## src/rtl/ncc_pkg.sv

```systemverilog
// Shared constants, codes and types of the normalized cross-correlation block.
// Depends on nothing; every other file but ncc_ram refers to it by scoped names.
`default_nettype none
package ncc_pkg;

  localparam int MAX_SAMPLES_DEF = 1024;
  localparam int MAX_LAGS_DEF    = 31;
  localparam int SAMPLE_BITS_DEF = 16;

  localparam int LAG_W     = 6;
  localparam int COEF_W    = 32;
  localparam int LAGS_W    = 5;
  localparam int ACC_W     = 64;
  localparam int WIDE_W    = 128;
  localparam int Q_W       = 40;
  localparam int ROOT_W    = 64;
  localparam int SQ_REM_W  = 68;
  localparam int STEP_W    = 7;
  localparam int CFG_ADDR_W = 3;
  localparam int CFG_DATA_W = 32;

  localparam logic [LAGS_W-1:0] LAG_BOUND_RESET = 5'd16;
  // Register index sits in address bit 2 (byte address 4*i)
  localparam logic REG_LAG_BOUND = 1'b0;

  // Number of leading quotient bits that only flag overflow
  localparam logic [STEP_W-1:0] DIV_Q_START = 7'd88;
  localparam logic [STEP_W-1:0] DIV_LAST    = 7'd127;
  localparam logic [STEP_W-1:0] SQRT_LAST   = 7'd63;
  localparam int P_SHIFT   = 24;
  localparam int NUM_SHIFT = 28;

  typedef enum logic [1:0] {
    OP_MUL  = 2'd0,
    OP_SQRT = 2'd1,
    OP_DIV  = 2'd2
  } ncc_op_t;

  typedef struct packed {
    logic    start;
    ncc_op_t op;
  } ncc_arith_req_t;

  typedef struct packed {
    logic busy;
    logic done;
  } ncc_arith_stat_t;

  typedef enum logic [4:0] {
    S_LOAD    = 5'd0,
    S_EN_RD   = 5'd1,
    S_EN_WAIT = 5'd2,
    S_PMUL_GO = 5'd3,
    S_PMUL_WT = 5'd4,
    S_SQRT_GO = 5'd5,
    S_SQRT_WT = 5'd6,
    S_LAG     = 5'd7,
    S_CR_RD   = 5'd8,
    S_CR_WAIT = 5'd9,
    S_NUM_GO  = 5'd10,
    S_NUM_WT  = 5'd11,
    S_DEN_GO  = 5'd12,
    S_DEN_WT  = 5'd13,
    S_DIV_GO  = 5'd14,
    S_DIV_WT  = 5'd15,
    S_EMIT    = 5'd16
  } ncc_state_t;

endpackage
`default_nettype wire

```

## src/rtl/ncc_mac.sv

```systemverilog
// Two-lane multiply-accumulate: registered products, then 64-bit wrapping sums.
// Depends on ncc_pkg.
`default_nettype none
module ncc_mac #(
  parameter int SAMPLE_BITS = ncc_pkg::SAMPLE_BITS_DEF
) (
  input  wire logic                          clk,
  input  wire logic                          rst_n,
  input  wire logic                          clr,
  input  wire logic                          vld,
  input  wire logic signed [SAMPLE_BITS-1:0] a0,
  input  wire logic signed [SAMPLE_BITS-1:0] b0,
  input  wire logic signed [SAMPLE_BITS-1:0] a1,
  input  wire logic signed [SAMPLE_BITS-1:0] b1,
  output      logic                          busy,
  output      logic [ncc_pkg::ACC_W-1:0]     sum0,
  output      logic [ncc_pkg::ACC_W-1:0]     sum1
);
  logic signed [2*SAMPLE_BITS-1:0] p0_r, p1_r;
  logic                            v_r;
  logic [ncc_pkg::ACC_W-1:0]       sum0_r, sum1_r;

  always_ff @(posedge clk) begin
    if (!rst_n) begin
      v_r <= 1'b0;
    end else begin
      v_r <= vld;
    end
  end

  always_ff @(posedge clk) begin
    p0_r <= a0 * b0;
    p1_r <= a1 * b1;
    if (clr) begin
      sum0_r <= '0;
      sum1_r <= '0;
    end else if (v_r) begin
      sum0_r <= sum0_r + ncc_pkg::ACC_W'(p0_r);
      sum1_r <= sum1_r + ncc_pkg::ACC_W'(p1_r);
    end
  end

  assign busy = v_r;
  assign sum0 = sum0_r;
  assign sum1 = sum1_r;
endmodule
`default_nettype wire

```

## config.mk

```make
export PLATFORM = sky130hd
export DESIGN_NAME = ncc_mac
export DESIGN_NICKNAME = d
export VERILOG_FILES = /design/src/rtl/ncc_pkg.sv /design/src/rtl/ncc_mac.sv
export SDC_FILE = /design/constraint.sdc
export NUM_CORES = 2
export LEC_CHECK = 0
export BUFFER_PORTS_ARGS = -buffer_cell sky130_fd_sc_hd__buf_2
export CORE_MARGIN = 3
export CORE_UTILIZATION = 40
export CTS_CLUSTER_SIZE = 10
export DETAILED_ROUTE_END_ITERATION = 10
export GPL_ROUTABILITY_DRIVEN = 0
export GPL_TIMING_DRIVEN = 0
export HOLD_SLACK_MARGIN = 0.03
export PLACE_DENSITY = 0.6
export SETUP_SLACK_MARGIN = 0.4
export SYNTH_ARGS = -nofsm -noshare
export SYNTH_HDL_FRONTEND = slang
export SYNTH_SLANG_ARGS = --single-unit
```

## constraint.sdc

```tcl
create_clock -name clk -period 7.3 [get_ports clk]
set_clock_uncertainty 0.05 [all_clocks]
set_input_delay 1.46 -clock clk [delete_from_list [all_inputs] [get_ports clk]]
set_output_delay 1.46 -clock clk [all_outputs]
set_load 0.02 [all_outputs]
```

==> results.yml <==
route:
  drc_errors: 0
  drt-total-wl_um: 88060
  drtIter0Drc: 1438
  ant_nets: 0
  vias_per_cell: 5.120
  via_count: 25710
  first_pass_iters: 5
  wire_per_inst_um: 17.53
worst_setup_path:
  critPathLaunchType: "primary input"
  crit_arrival_ps: 7190
  path_class: "primary input to flip-flop"
  cp-end-kind: "flip-flop"
  crit_start: "b0[2]"
  regToRegStartpoint: "p0_r[31]"
  crit_path_max_fanout: 5
  worstPathRequired_ps: 7640
  crit_top_cell: "fa_1"
  slowest_delay_ps: 560
  ff2ff_setup_slack_ps: 2850
  cpMaxStageDelayCell: "fa_1"
floorplan:
  dieArea_sq_um: 83860
  die_width_um: 289.6
  core_sq_um: 79390
  rows: 103
  io_pins: 197
  fp.dieH_um: 289.6
  start_util_pct: 40.52
synthesis:
  yosysWarnings: 0
  synth_area_sq_um: 32170
  synthSimpleGateAreaFrac_pct: 15.69
  synth_edf_count: 0
  yosys_most_used_dff: "dfxtp_1"
  ys_seq_area_share_pct: 12.01
  synth_xor_area_share_pct: 5.064
  async_flop_share_pct: 0
  syn_nets: 4566
  synth_adder_area_share_pct: 44.01
  synth.ff_latch_count: 193
  synth_top_family_by_area: "adder cells"
  synth_cells: 3682
  ys_types: 71
  syn_avg_cell_area_sq_um: 8.737
  synth.area.mux_share_pct: 2.279
  synth-compound-area-share_pct: 12.18
status:
  status: "finished, final reports clean"
clock_tree:
  htreeDepth: 4
  clk-insertion-delay-late_ps: 460
  cts_tree: "built"
  clock_path_buffers: 2
  clkTransAtPathRegs_ps: 70
  clockRootBuffer: "clkbuf_16"
  cts_buffers: 17
  cts_sinks: 193
global_route:
  grt_pass1_vias: 25420
  gr-usage-all-layers_pct: 21.00
  gr-total-overflow: 0
  grt_pass1_wl_um: 138800
  grt_start_max_net_pins: 37
  antenna_found_initial: 1
hold_path:
  hp-class: "flip-flop to flip-flop"
  hp-start: "sum1[50]"
timing:
  fin_hold_ws_ps: 420.1
  fin_crit_ps: 6850
  relSlewSlack_pct: 29.67
  slew_violations: 0
  rsz0062_at_grt: "true"
  fmax_mhz: 146.0
  fin_setup_tns_ps: 0
  period_share_pct: 93.83
  setup_viol: 0
  worst_pin_slew_ps: 1055
  hold_violations: 0
placed_design:
  io_buffers: 196
  dp_hpwl_um: 73180
cells_and_area:
  drive_gt1_share_pct: 11.46
  nets: 4845
  n_antenna_cell: 0
  areaGrowthSynthToFinish_pct: 13.85
job:
  maxCapViolCount: 0
[layout by cell type, fill, tap and decap left out, types with 77 or more instances in the layout]
| cell | Yosys | routed |
|---|---|---|
| and2_1 | 253 | 246 |
| a21oi_1 | 194 | 186 |
| inv_1 | 621 | 613 |
| buf_2 | 2 | 169 |
| nor2_1 | 197 | 196 |
| buf_4 | 0 | 77 |
| xnor2_1 | 129 | 127 |
| ha_1 | 290 | 271 |
| a21o_1 | 80 | 80 |
| nand2_1 | 380 | 374 |
| dfxtp_1 | 193 | 191 |
| fa_1 | 526 | 514 |
| o21ai_0 | 143 | 133 |
[metal layers]
metal,track usage (%),up-vias,part of all wire [%]
li1,-,12350,-
met1,30.35,12600,47
met2,32.17,657,44
met3,3.890,100,6.8
met4,5.868,2,2.4
met5,0,-,0.019
[worst paths after layout]
check        depth (start not counted)        to
max                                 25  p0_r[30]
min                                  2  sum1[50]
max reg2reg                         13  sum0[61]
min reg2reg                          2  sum1[50]
[cell usage after synthesis, types with 9 or more instances]
master / instances / area share (%)
o21a_1: 30 / 0.70
a21o_1: 80 / 1.9
xor2_1: 57 / 1.6
nand2_1: 380 / 4.4
nor2_1: 197 / 2.3
o31ai_1: 11 / 0.26
a21oi_1: 194 / 3.0
o21bai_1: 27 / 0.63
and3_1: 22 / 0.43
nor2b_1: 26 / 0.51
mux2i_1: 71 / 2.2
inv_1: 621 / 7.2
xnor2_1: 129 / 3.5
ha_1: 290 / 11
dfxtp_1: 193 / 12
or3_1: 14 / 0.27
and2_1: 253 / 4.9
fa_1: 526 / 33
nand2b_1: 34 / 0.66
a211oi_1: 19 / 0.44
nand4_1: 27 / 0.53
nor3_1: 38 / 0.59
clkbuf_1: 118 / 1.4
o21ai_0: 143 / 2.2
a31oi_1: 17 / 0.33
nand3_1: 39 / 0.61
buf_1: 9 / 0.11
[repair_timing]
item | CTS | global route
buffers inserted | 10 | 51
endpoints found under the setup margin | 21 | 14
resized for setup | 149 | 227
gates cloned | 0 | 3
pin swaps | 23 | 77
hold buffers | 0 | 0
hold endpoints to repair | 0 | 0
[kinds of logic after synthesis]
kind of cell             after synthesis
AND/OR/NAND/NOR                     1047
adder cells (fa/ha/maj)              816
buffers and inverters                750
AO/OA/AOI/OAI                        617
flip-flops                           193
XOR/XNOR                             186
multiplexers                          73
[metrics by stage]
stage	cell area [sq um]	std cells	utilization (%)	worst slack, ps
2_1_floorplan	32220	3682	-	362.6
3_3_place_gp	34510	4928	43.48	-1009
3_5_place_dp	34520	4928	43.48	-1049
4_1_cts	35620	4968	44.87	380.5
5_1_grt	36620	5022	46.13	245.9
6_report	36620	5022	46.13	450.5
[registers in the layout, summed over array words and instances, names as in the netlist]
signal / count
busy: 1
p1_r: 32
sum1: 64
p0_r: 32
sum0: 64
[area by class of cell]
type                       instances  area (sq um)
clock buffer                      22         464.2
fill                            7853         42760
clock inverter                     8         57.56
multi-input combinational       2739         25910
sequential                       193          3866
inverter                         621          2331
tap                             1050          1314
buffer                           129         991.0
timing repair buffer             260          1685
[critical path: cells and delay by family]
family / cells / cell delay [ps]
AOI/OAI and AO/OA: 6 / 1260
buffers and inverters: 6 / 420
adders and majority gates: 7 / 3390
xor gates and xnor gates: 1 / 120
and+or+nand+nor: 5 / 540
Power is left out: the tool's default activity adds up to more than one toggle a clock period on the data nets, which glitch-free logic cannot reach.
