$ cat config.mk
export PLATFORM = sky130hd
export DESIGN_NAME = ncc_arith
export DESIGN_NICKNAME = d
export VERILOG_FILES = /design/src/rtl/ncc_pkg.sv /design/src/rtl/ncc_arith.sv
export SDC_FILE = /design/constraint.sdc
export NUM_CORES = 2
export LEC_CHECK = 0
export BUFFER_PORTS_ARGS = -buffer_cell sky130_fd_sc_hd__buf_2
export CELL_PAD_IN_SITES_DETAIL_PLACEMENT = 1
export CELL_PAD_IN_SITES_GLOBAL_PLACEMENT = 2
export CORE_MARGIN = 2
export CORE_UTILIZATION = 35
export DETAILED_ROUTE_END_ITERATION = 7
export PLACE_DENSITY = 0.78
export REMOVE_ABC_BUFFERS = 1
export SLEW_MARGIN = 30
export SYNTH_ARGS = -nofsm -noshare
export SYNTH_HDL_FRONTEND = slang
export SYNTH_SLANG_ARGS = --single-unit
export TNS_END_PERCENT = 50
$ cat constraint.sdc
create_clock -name clk -period 4.98 [get_ports clk]
set_input_delay 0.747 -clock clk [delete_from_list [all_inputs] [get_ports clk]]
set_output_delay 0.747 -clock clk [all_outputs]
set_load 0.05 [all_outputs]
$ cat src/rtl/ncc_pkg.sv
// Shared constants, codes and types of the normalized cross-correlation block.
// Depends on nothing; every other file but ncc_ram refers to it by scoped names.
`default_nettype none
package ncc_pkg;

  localparam int MAX_SAMPLES_DEF = 1024;
  localparam int MAX_LAGS_DEF    = 31;
  localparam int SAMPLE_BITS_DEF = 16;

  localparam int LAG_W     = 6;
  localparam int COEF_W    = 32;
  localparam int LAGS_W    = 5;
  localparam int ACC_W     = 64;
  localparam int WIDE_W    = 128;
  localparam int Q_W       = 40;
  localparam int ROOT_W    = 64;
  localparam int SQ_REM_W  = 68;
  localparam int STEP_W    = 7;
  localparam int CFG_ADDR_W = 3;
  localparam int CFG_DATA_W = 32;

  localparam logic [LAGS_W-1:0] LAG_BOUND_RESET = 5'd16;
  // Register index sits in address bit 2 (byte address 4*i)
  localparam logic REG_LAG_BOUND = 1'b0;

  // Number of leading quotient bits that only flag overflow
  localparam logic [STEP_W-1:0] DIV_Q_START = 7'd88;
  localparam logic [STEP_W-1:0] DIV_LAST    = 7'd127;
  localparam logic [STEP_W-1:0] SQRT_LAST   = 7'd63;
  localparam int P_SHIFT   = 24;
  localparam int NUM_SHIFT = 28;

  typedef enum logic [1:0] {
    OP_MUL  = 2'd0,
    OP_SQRT = 2'd1,
    OP_DIV  = 2'd2
  } ncc_op_t;

  typedef struct packed {
    logic    start;
    ncc_op_t op;
  } ncc_arith_req_t;

  typedef struct packed {
    logic busy;
    logic done;
  } ncc_arith_stat_t;

  typedef enum logic [4:0] {
    S_LOAD    = 5'd0,
    S_EN_RD   = 5'd1,
    S_EN_WAIT = 5'd2,
    S_PMUL_GO = 5'd3,
    S_PMUL_WT = 5'd4,
    S_SQRT_GO = 5'd5,
    S_SQRT_WT = 5'd6,
    S_LAG     = 5'd7,
    S_CR_RD   = 5'd8,
    S_CR_WAIT = 5'd9,
    S_NUM_GO  = 5'd10,
    S_NUM_WT  = 5'd11,
    S_DEN_GO  = 5'd12,
    S_DEN_WT  = 5'd13,
    S_DIV_GO  = 5'd14,
    S_DIV_WT  = 5'd15,
    S_EMIT    = 5'd16
  } ncc_state_t;

endpackage
`default_nettype wire

$ cat src/rtl/ncc_arith.sv
// Shared iterative arithmetic unit: shift-add multiply, bit-pair square root
// and restoring divide, one step a cycle. Depends on ncc_pkg.
`default_nettype none
module ncc_arith (
  input  wire logic                           clk,
  input  wire logic                           rst_n,
  input  wire ncc_pkg::ncc_arith_req_t        req,
  input  wire logic [ncc_pkg::WIDE_W-1:0]     a,
  input  wire logic [ncc_pkg::ACC_W-1:0]      b,
  output      ncc_pkg::ncc_arith_stat_t       stat,
  output      logic [ncc_pkg::WIDE_W-1:0]     res,
  output      logic [ncc_pkg::ACC_W-1:0]      rem,
  output      logic                           big
);
  logic                          busy_r, done_r, big_r;
  ncc_pkg::ncc_op_t              op_r;
  logic [ncc_pkg::WIDE_W-1:0]    acc_r, opa_r;
  logic [ncc_pkg::ACC_W-1:0]     opb_r;
  logic [ncc_pkg::SQ_REM_W-1:0]  rem_r;
  logic [ncc_pkg::STEP_W-1:0]    cnt_r;

  // square root step
  logic [ncc_pkg::SQ_REM_W-1:0]  sq_cur, sq_trial;
  logic                          sq_ge;
  // divide step
  logic [ncc_pkg::ACC_W:0]       dv_sh;
  logic                          dv_ge;

  always_comb begin
    sq_cur   = {rem_r[ncc_pkg::SQ_REM_W-3:0], opa_r[ncc_pkg::WIDE_W-1 -: 2]};
    sq_trial = {2'b00, acc_r[ncc_pkg::ROOT_W-1:0], 2'b01};
    sq_ge    = sq_cur >= sq_trial;
    dv_sh    = {rem_r[ncc_pkg::ACC_W-1:0], opa_r[ncc_pkg::WIDE_W-1]};
    dv_ge    = dv_sh[ncc_pkg::ACC_W] || (dv_sh[ncc_pkg::ACC_W-1:0] >= opb_r);
  end

  always_ff @(posedge clk) begin
    if (!rst_n) begin
      busy_r <= 1'b0;
      done_r <= 1'b0;
    end else begin
      done_r <= 1'b0;
      if (req.start) begin
        busy_r <= 1'b1;
      end else if (busy_r) begin
        case (op_r)
          ncc_pkg::OP_MUL: begin
            if (opb_r == '0) begin
              busy_r <= 1'b0;
              done_r <= 1'b1;
            end
          end
          ncc_pkg::OP_SQRT: begin
            if (cnt_r == ncc_pkg::SQRT_LAST) begin
              busy_r <= 1'b0;
              done_r <= 1'b1;
            end
          end
          default: begin
            if (cnt_r == ncc_pkg::DIV_LAST) begin
              busy_r <= 1'b0;
              done_r <= 1'b1;
            end
          end
        endcase
      end
    end
  end

  always_ff @(posedge clk) begin
    if (req.start) begin
      op_r  <= req.op;
      acc_r <= '0;
      opa_r <= a;
      opb_r <= b;
      rem_r <= '0;
      cnt_r <= '0;
      big_r <= 1'b0;
    end else if (busy_r) begin
      case (op_r)
        ncc_pkg::OP_MUL: begin
          if (opb_r[0]) begin
            acc_r <= acc_r + opa_r;
          end
          opa_r <= opa_r << 1;
          opb_r <= opb_r >> 1;
        end
        ncc_pkg::OP_SQRT: begin
          rem_r <= sq_ge ? (sq_cur - sq_trial) : sq_cur;
          acc_r <= {acc_r[ncc_pkg::WIDE_W-2:0], sq_ge};
          opa_r <= opa_r << 2;
          cnt_r <= cnt_r + 1'b1;
        end
        default: begin
          rem_r <= {{(ncc_pkg::SQ_REM_W-ncc_pkg::ACC_W){1'b0}},
                    dv_ge ? (dv_sh[ncc_pkg::ACC_W-1:0] - opb_r)
                          : dv_sh[ncc_pkg::ACC_W-1:0]};
          acc_r <= {acc_r[ncc_pkg::WIDE_W-2:0],
                    dv_ge && (cnt_r >= ncc_pkg::DIV_Q_START)};
          if (dv_ge && (cnt_r < ncc_pkg::DIV_Q_START)) begin
            big_r <= 1'b1;
          end
          opa_r <= opa_r << 1;
          cnt_r <= cnt_r + 1'b1;
        end
      endcase
    end
  end

  assign stat.busy = busy_r;
  assign stat.done = done_r;
  assign res       = acc_r;
  assign rem       = rem_r[ncc_pkg::ACC_W-1:0];
  assign big       = big_r;
endmodule
`default_nettype wire

==> results by group <==
Outcome
  – Status: finished clean

Clock network
  – H-tree depth: 2
  – PostCTS Resize Cnt: 0
  – Clock Root Buffer: clkbuf_16
  – TritonCTS clock tree: done
  – Hold-fix buffers at CTS: 0
  – Clock Sinks: 398
  – Clock buffer depth: 3
  – Worst-skew pair later-pin latency: roughly 0.65 ns
  – Post-CTS setup buffers: 0
  – Num CTS Buffers: 52
  – Clk slew on worst S/H paths: 0.06 ns

Pwr
  – Int Pwr: 7.927 mW
  – Leak: between 15 and 20 nW
  – Clock Power Share: 0.285
  – Worst VDD drop: about 0.27 mV
  – Reg power frac: 0.307
  – Combinational share of power: 0.408
  – Power Density: 337.3 nW/µm²
  – Sw frac: 0.4167
  – NetSw: 5.663 mW

Setup path
  – Worst path most repeated cell: o21ai_1
  – R2R depth: 16
  – Setup slack, reg-to-reg: 0.45 ns
  – Worst R2R End: res[106]
  – Crit path arrival time: around 5.1 ns
  – CP Launch Type: flop
  – Worst path slowest cell: o41ai_2
  – Critical-path cell list: ha_1 -> inv_1 -> fa_1 -> nor2b_1 -> o31a_1 -> o21ai_1 -> a31oi_1 -> o21ai_1 -> a21oi_2 -> a211oi_2 -> o41ai_2 -> a41o_1 -> a211oi_1 -> xnor2_1 -> nand2_1 -> a311oi_1
  – Setup CP Type: flop to flop
  – Worst Path Buf+Inv: 1
  – Top Family by Delay on Critical Path: compound AO/OA/AOI/OAI gates
  – RR Startpoint: res[0]
  – CP endpoint kind: flop
  – Worst Path Required: ~5.5 ns
  – Worst path depth: 16
  – Max Fanout on Critical Path: 4
  – Worst path max stage delay: 0.59 ns

Final layout
  – Cell area after layout: 40,290 µm²
  – Post-layout nets: between 5,000 and 6,000
  – FF/Latch Area: approximately 9900 µm²
  – Ant. Diodes: 0
  – Share of layout cells above drive strength 1: 0.1254
  – Area occupied by multi-input gates: 23,520 µm²
  – Filler cell count: 12,510
  – Core Util, Final: 0.3966
  – Area grow syn2layout: 12.63%

Timing
  – Period utilisation layout: 0.9105
  – Final min period: about 4.5 ns
  – Final Hold Vio Count: 0
  – Slew margin rel.: 0.3206
  – Final setup fails: 0
  – Achievable clock frequency: 220.5 MHz
  – Setup slack after layout: 0.4458 ns
  – Clk_skew: 0.01586 ns
  – Total negative slack: 0 ns
  – Final Max Slew Viols: 0
  – Slew @ Worst Pin: 1.019 ns
  – RSZ-0062 raised after global routing: no

Floorplan
  – Ports: 392
  – Die ar.: 104,800 µm²
  – Initial core utilization: 0.3521
  – Row count: 117
  – CORE AREA: 101,600 µm²
  – Die X: 323.7 µm
  – Die H: between 300 and 400 µm

Placement
  – Pre-CTS setup slack: 0.4796 ns
  – I/O Buffers: slightly below 400
  – Area post-placement: 38,580 µm²
  – Gpl congestion: 0.9215
  – Placed wire-length estimate: roughly 120,000 µm

Logic synthesis
  – Seq/Total Area, Yosys: 0.2770
  – Ranking of synthesized cells by area: edfxtp_1 16%, dfxtp_1 11%, ha_1 9.1%
  – Cell count after synthesis: 4,650
  – Synth unique cells: 87
  – Post-Syn Area: 35,770 µm²
  – Most common cell in the netlist: nand2_1
  – Top FF cell, synth: dfxtp_1
  – Largest area contributor in the netlist: edfxtp_1
  – YS warnings: 0
  – Post-synth top area share: 0.1628
  – Async SR Flop Fraction: 0
  – Synth cell count leaders: 644 x nand2_1, 430 x a21oi_1, 398 x o21ai_0
  – Yosys reg bits: 398
  – Number of synthesized flops with an enable pin: 194
  – Synth Area per Inst: 7.693 µm²

Route
  – Routed WL: 146,600 µm
  – DR WL/cell: about 24 µm
  – Drc violations: 0
  – Avg Vias per Cell: 5.707
  – DR pass1 iterations: 5
  – Routed vias: 35,440
  – DRC marker count from the first detailed-route iteration: 2,141
  – Antenna-violating nets left: 0

Worst hold path
  – WHS Path Cells: 1
  – Min-delay worst type: input port to flop
  – Min-delay src: req[0]
  – Worst hold endpoint: op_r[0]

GRT
  – Vias in the first global route: 35,620
  – GR Overflow Total: 0
  – Initial antenna violation count: 3
  – First-pass GRT wire length: 220,300 µm
  – Grt peak-use layer: met2
  – Global Route Usage Sum: 0.2722
  – Largest net degree at the start of global routing: 118
  – M3 GR Usage: 0.03715
  – Met1 Usage GRT: 0.3640
  – GRT met2 Usage: 0.4578

Job
  – Max Cap Viol: 0
[registers in the layout, indices dropped and copies added (netlist names)]
name,cells
done_r,1
opb_r,64
cnt_r,7
busy_r,1
rem_r,66
big,1
opa_r,128
res,128
op_r,2
[layer usage]
| metal | part of all wire | routed length (µm) |
|---|---|---|
| met3 | 0.043 | 6375 |
| met1 | 0.46 | 67790 |
| met5 | 0 | 0 |
| met4 | 0.029 | 4203 |
| met2 | 0.47 | 68280 |
[cells in the final DEF (no fill, tap or decap), types with 25 or more instances in the layout]
cell type,instances
nand2_1,643
a21oi_1,430
o21ai_0,397
buf_2,390
nor2_1,322
ha_1,259
dfxtp_1,204
inv_1,198
edfxtp_1,194
a21o_1,162
mux2i_1,135
xnor2_1,123
a211oi_1,121
nand4_1,118
xor2_1,109
o211ai_1,92
nand3_1,70
o21bai_1,64
nor3_1,63
buf_4,63
o21ai_1,62
clkbuf_16,54
a32o_1,37
nor4_1,30
nor2b_1,29
a31oi_1,29
a221oi_1,28
nand2b_1,25
[per-stage QoR]
step | hold WS (ns) | instances | power (mW)
2_1_floorplan | 0.4434 | 4277 | 7.980
3_3_place_gp | 0.4821 | 6111 | 9.659
3_5_place_dp | 0.4975 | 6112 | 9.710
4_1_cts | 0.2394 | 6209 | 13.65
5_1_grt | 0.2527 | 6209 | 14.35
6_report | 0.2839 | 6209 | 13.59
[how the worst max path moves through the flow]
stage / startpoint / to / slack, ns
after floorplan: op_r[1] / rem_r[62] / -7.65
after global placement: res[0] / res[106] / 0.57
after detailed placement: res[0] / res[106] / 0.48
after CTS: res[0] / res[106] / 0.47
after global routing: opb_r[0] / rem_r[58] / 0.19
final: res[0] / res[106] / 0.45
[power groups by stage]
| stage | logic, mW | registers (mW) | clock network (mW) |
|---|---|---|---|
| floorplan | 3.48 | 4.50 | 0 |
| CTS | 5.52 | 4.16 | 3.97 |
| detailed placement | 5.48 | 4.23 | 0 |
| finish | 5.55 | 4.17 | 3.88 |
| global placement | 5.44 | 4.22 | 0 |
| global route | 6.07 | 4.20 | 4.08 |
[layout make-up]
class                           count  share of cell area
Tap cell                         1368             0.04248
Clock inverter                     28            0.006863
Inverter                          198             0.01845
Clock buffer                       69             0.03543
Timing Repair Buffer              467             0.06698
Sequential cell                   398              0.2459
Multi-Input combinational cell   3681              0.5838
[logic make-up after synthesis]
family | share of synthesized area
fa+ha+maj | 0.09171
flops | 0.2770
compound gates | 0.2914
simple gates | 0.1776
mux | 0.03777
xor+xnor | 0.05680
buf+inv | 0.06771
No activity file was read; power rests on OpenSTA's default activity.
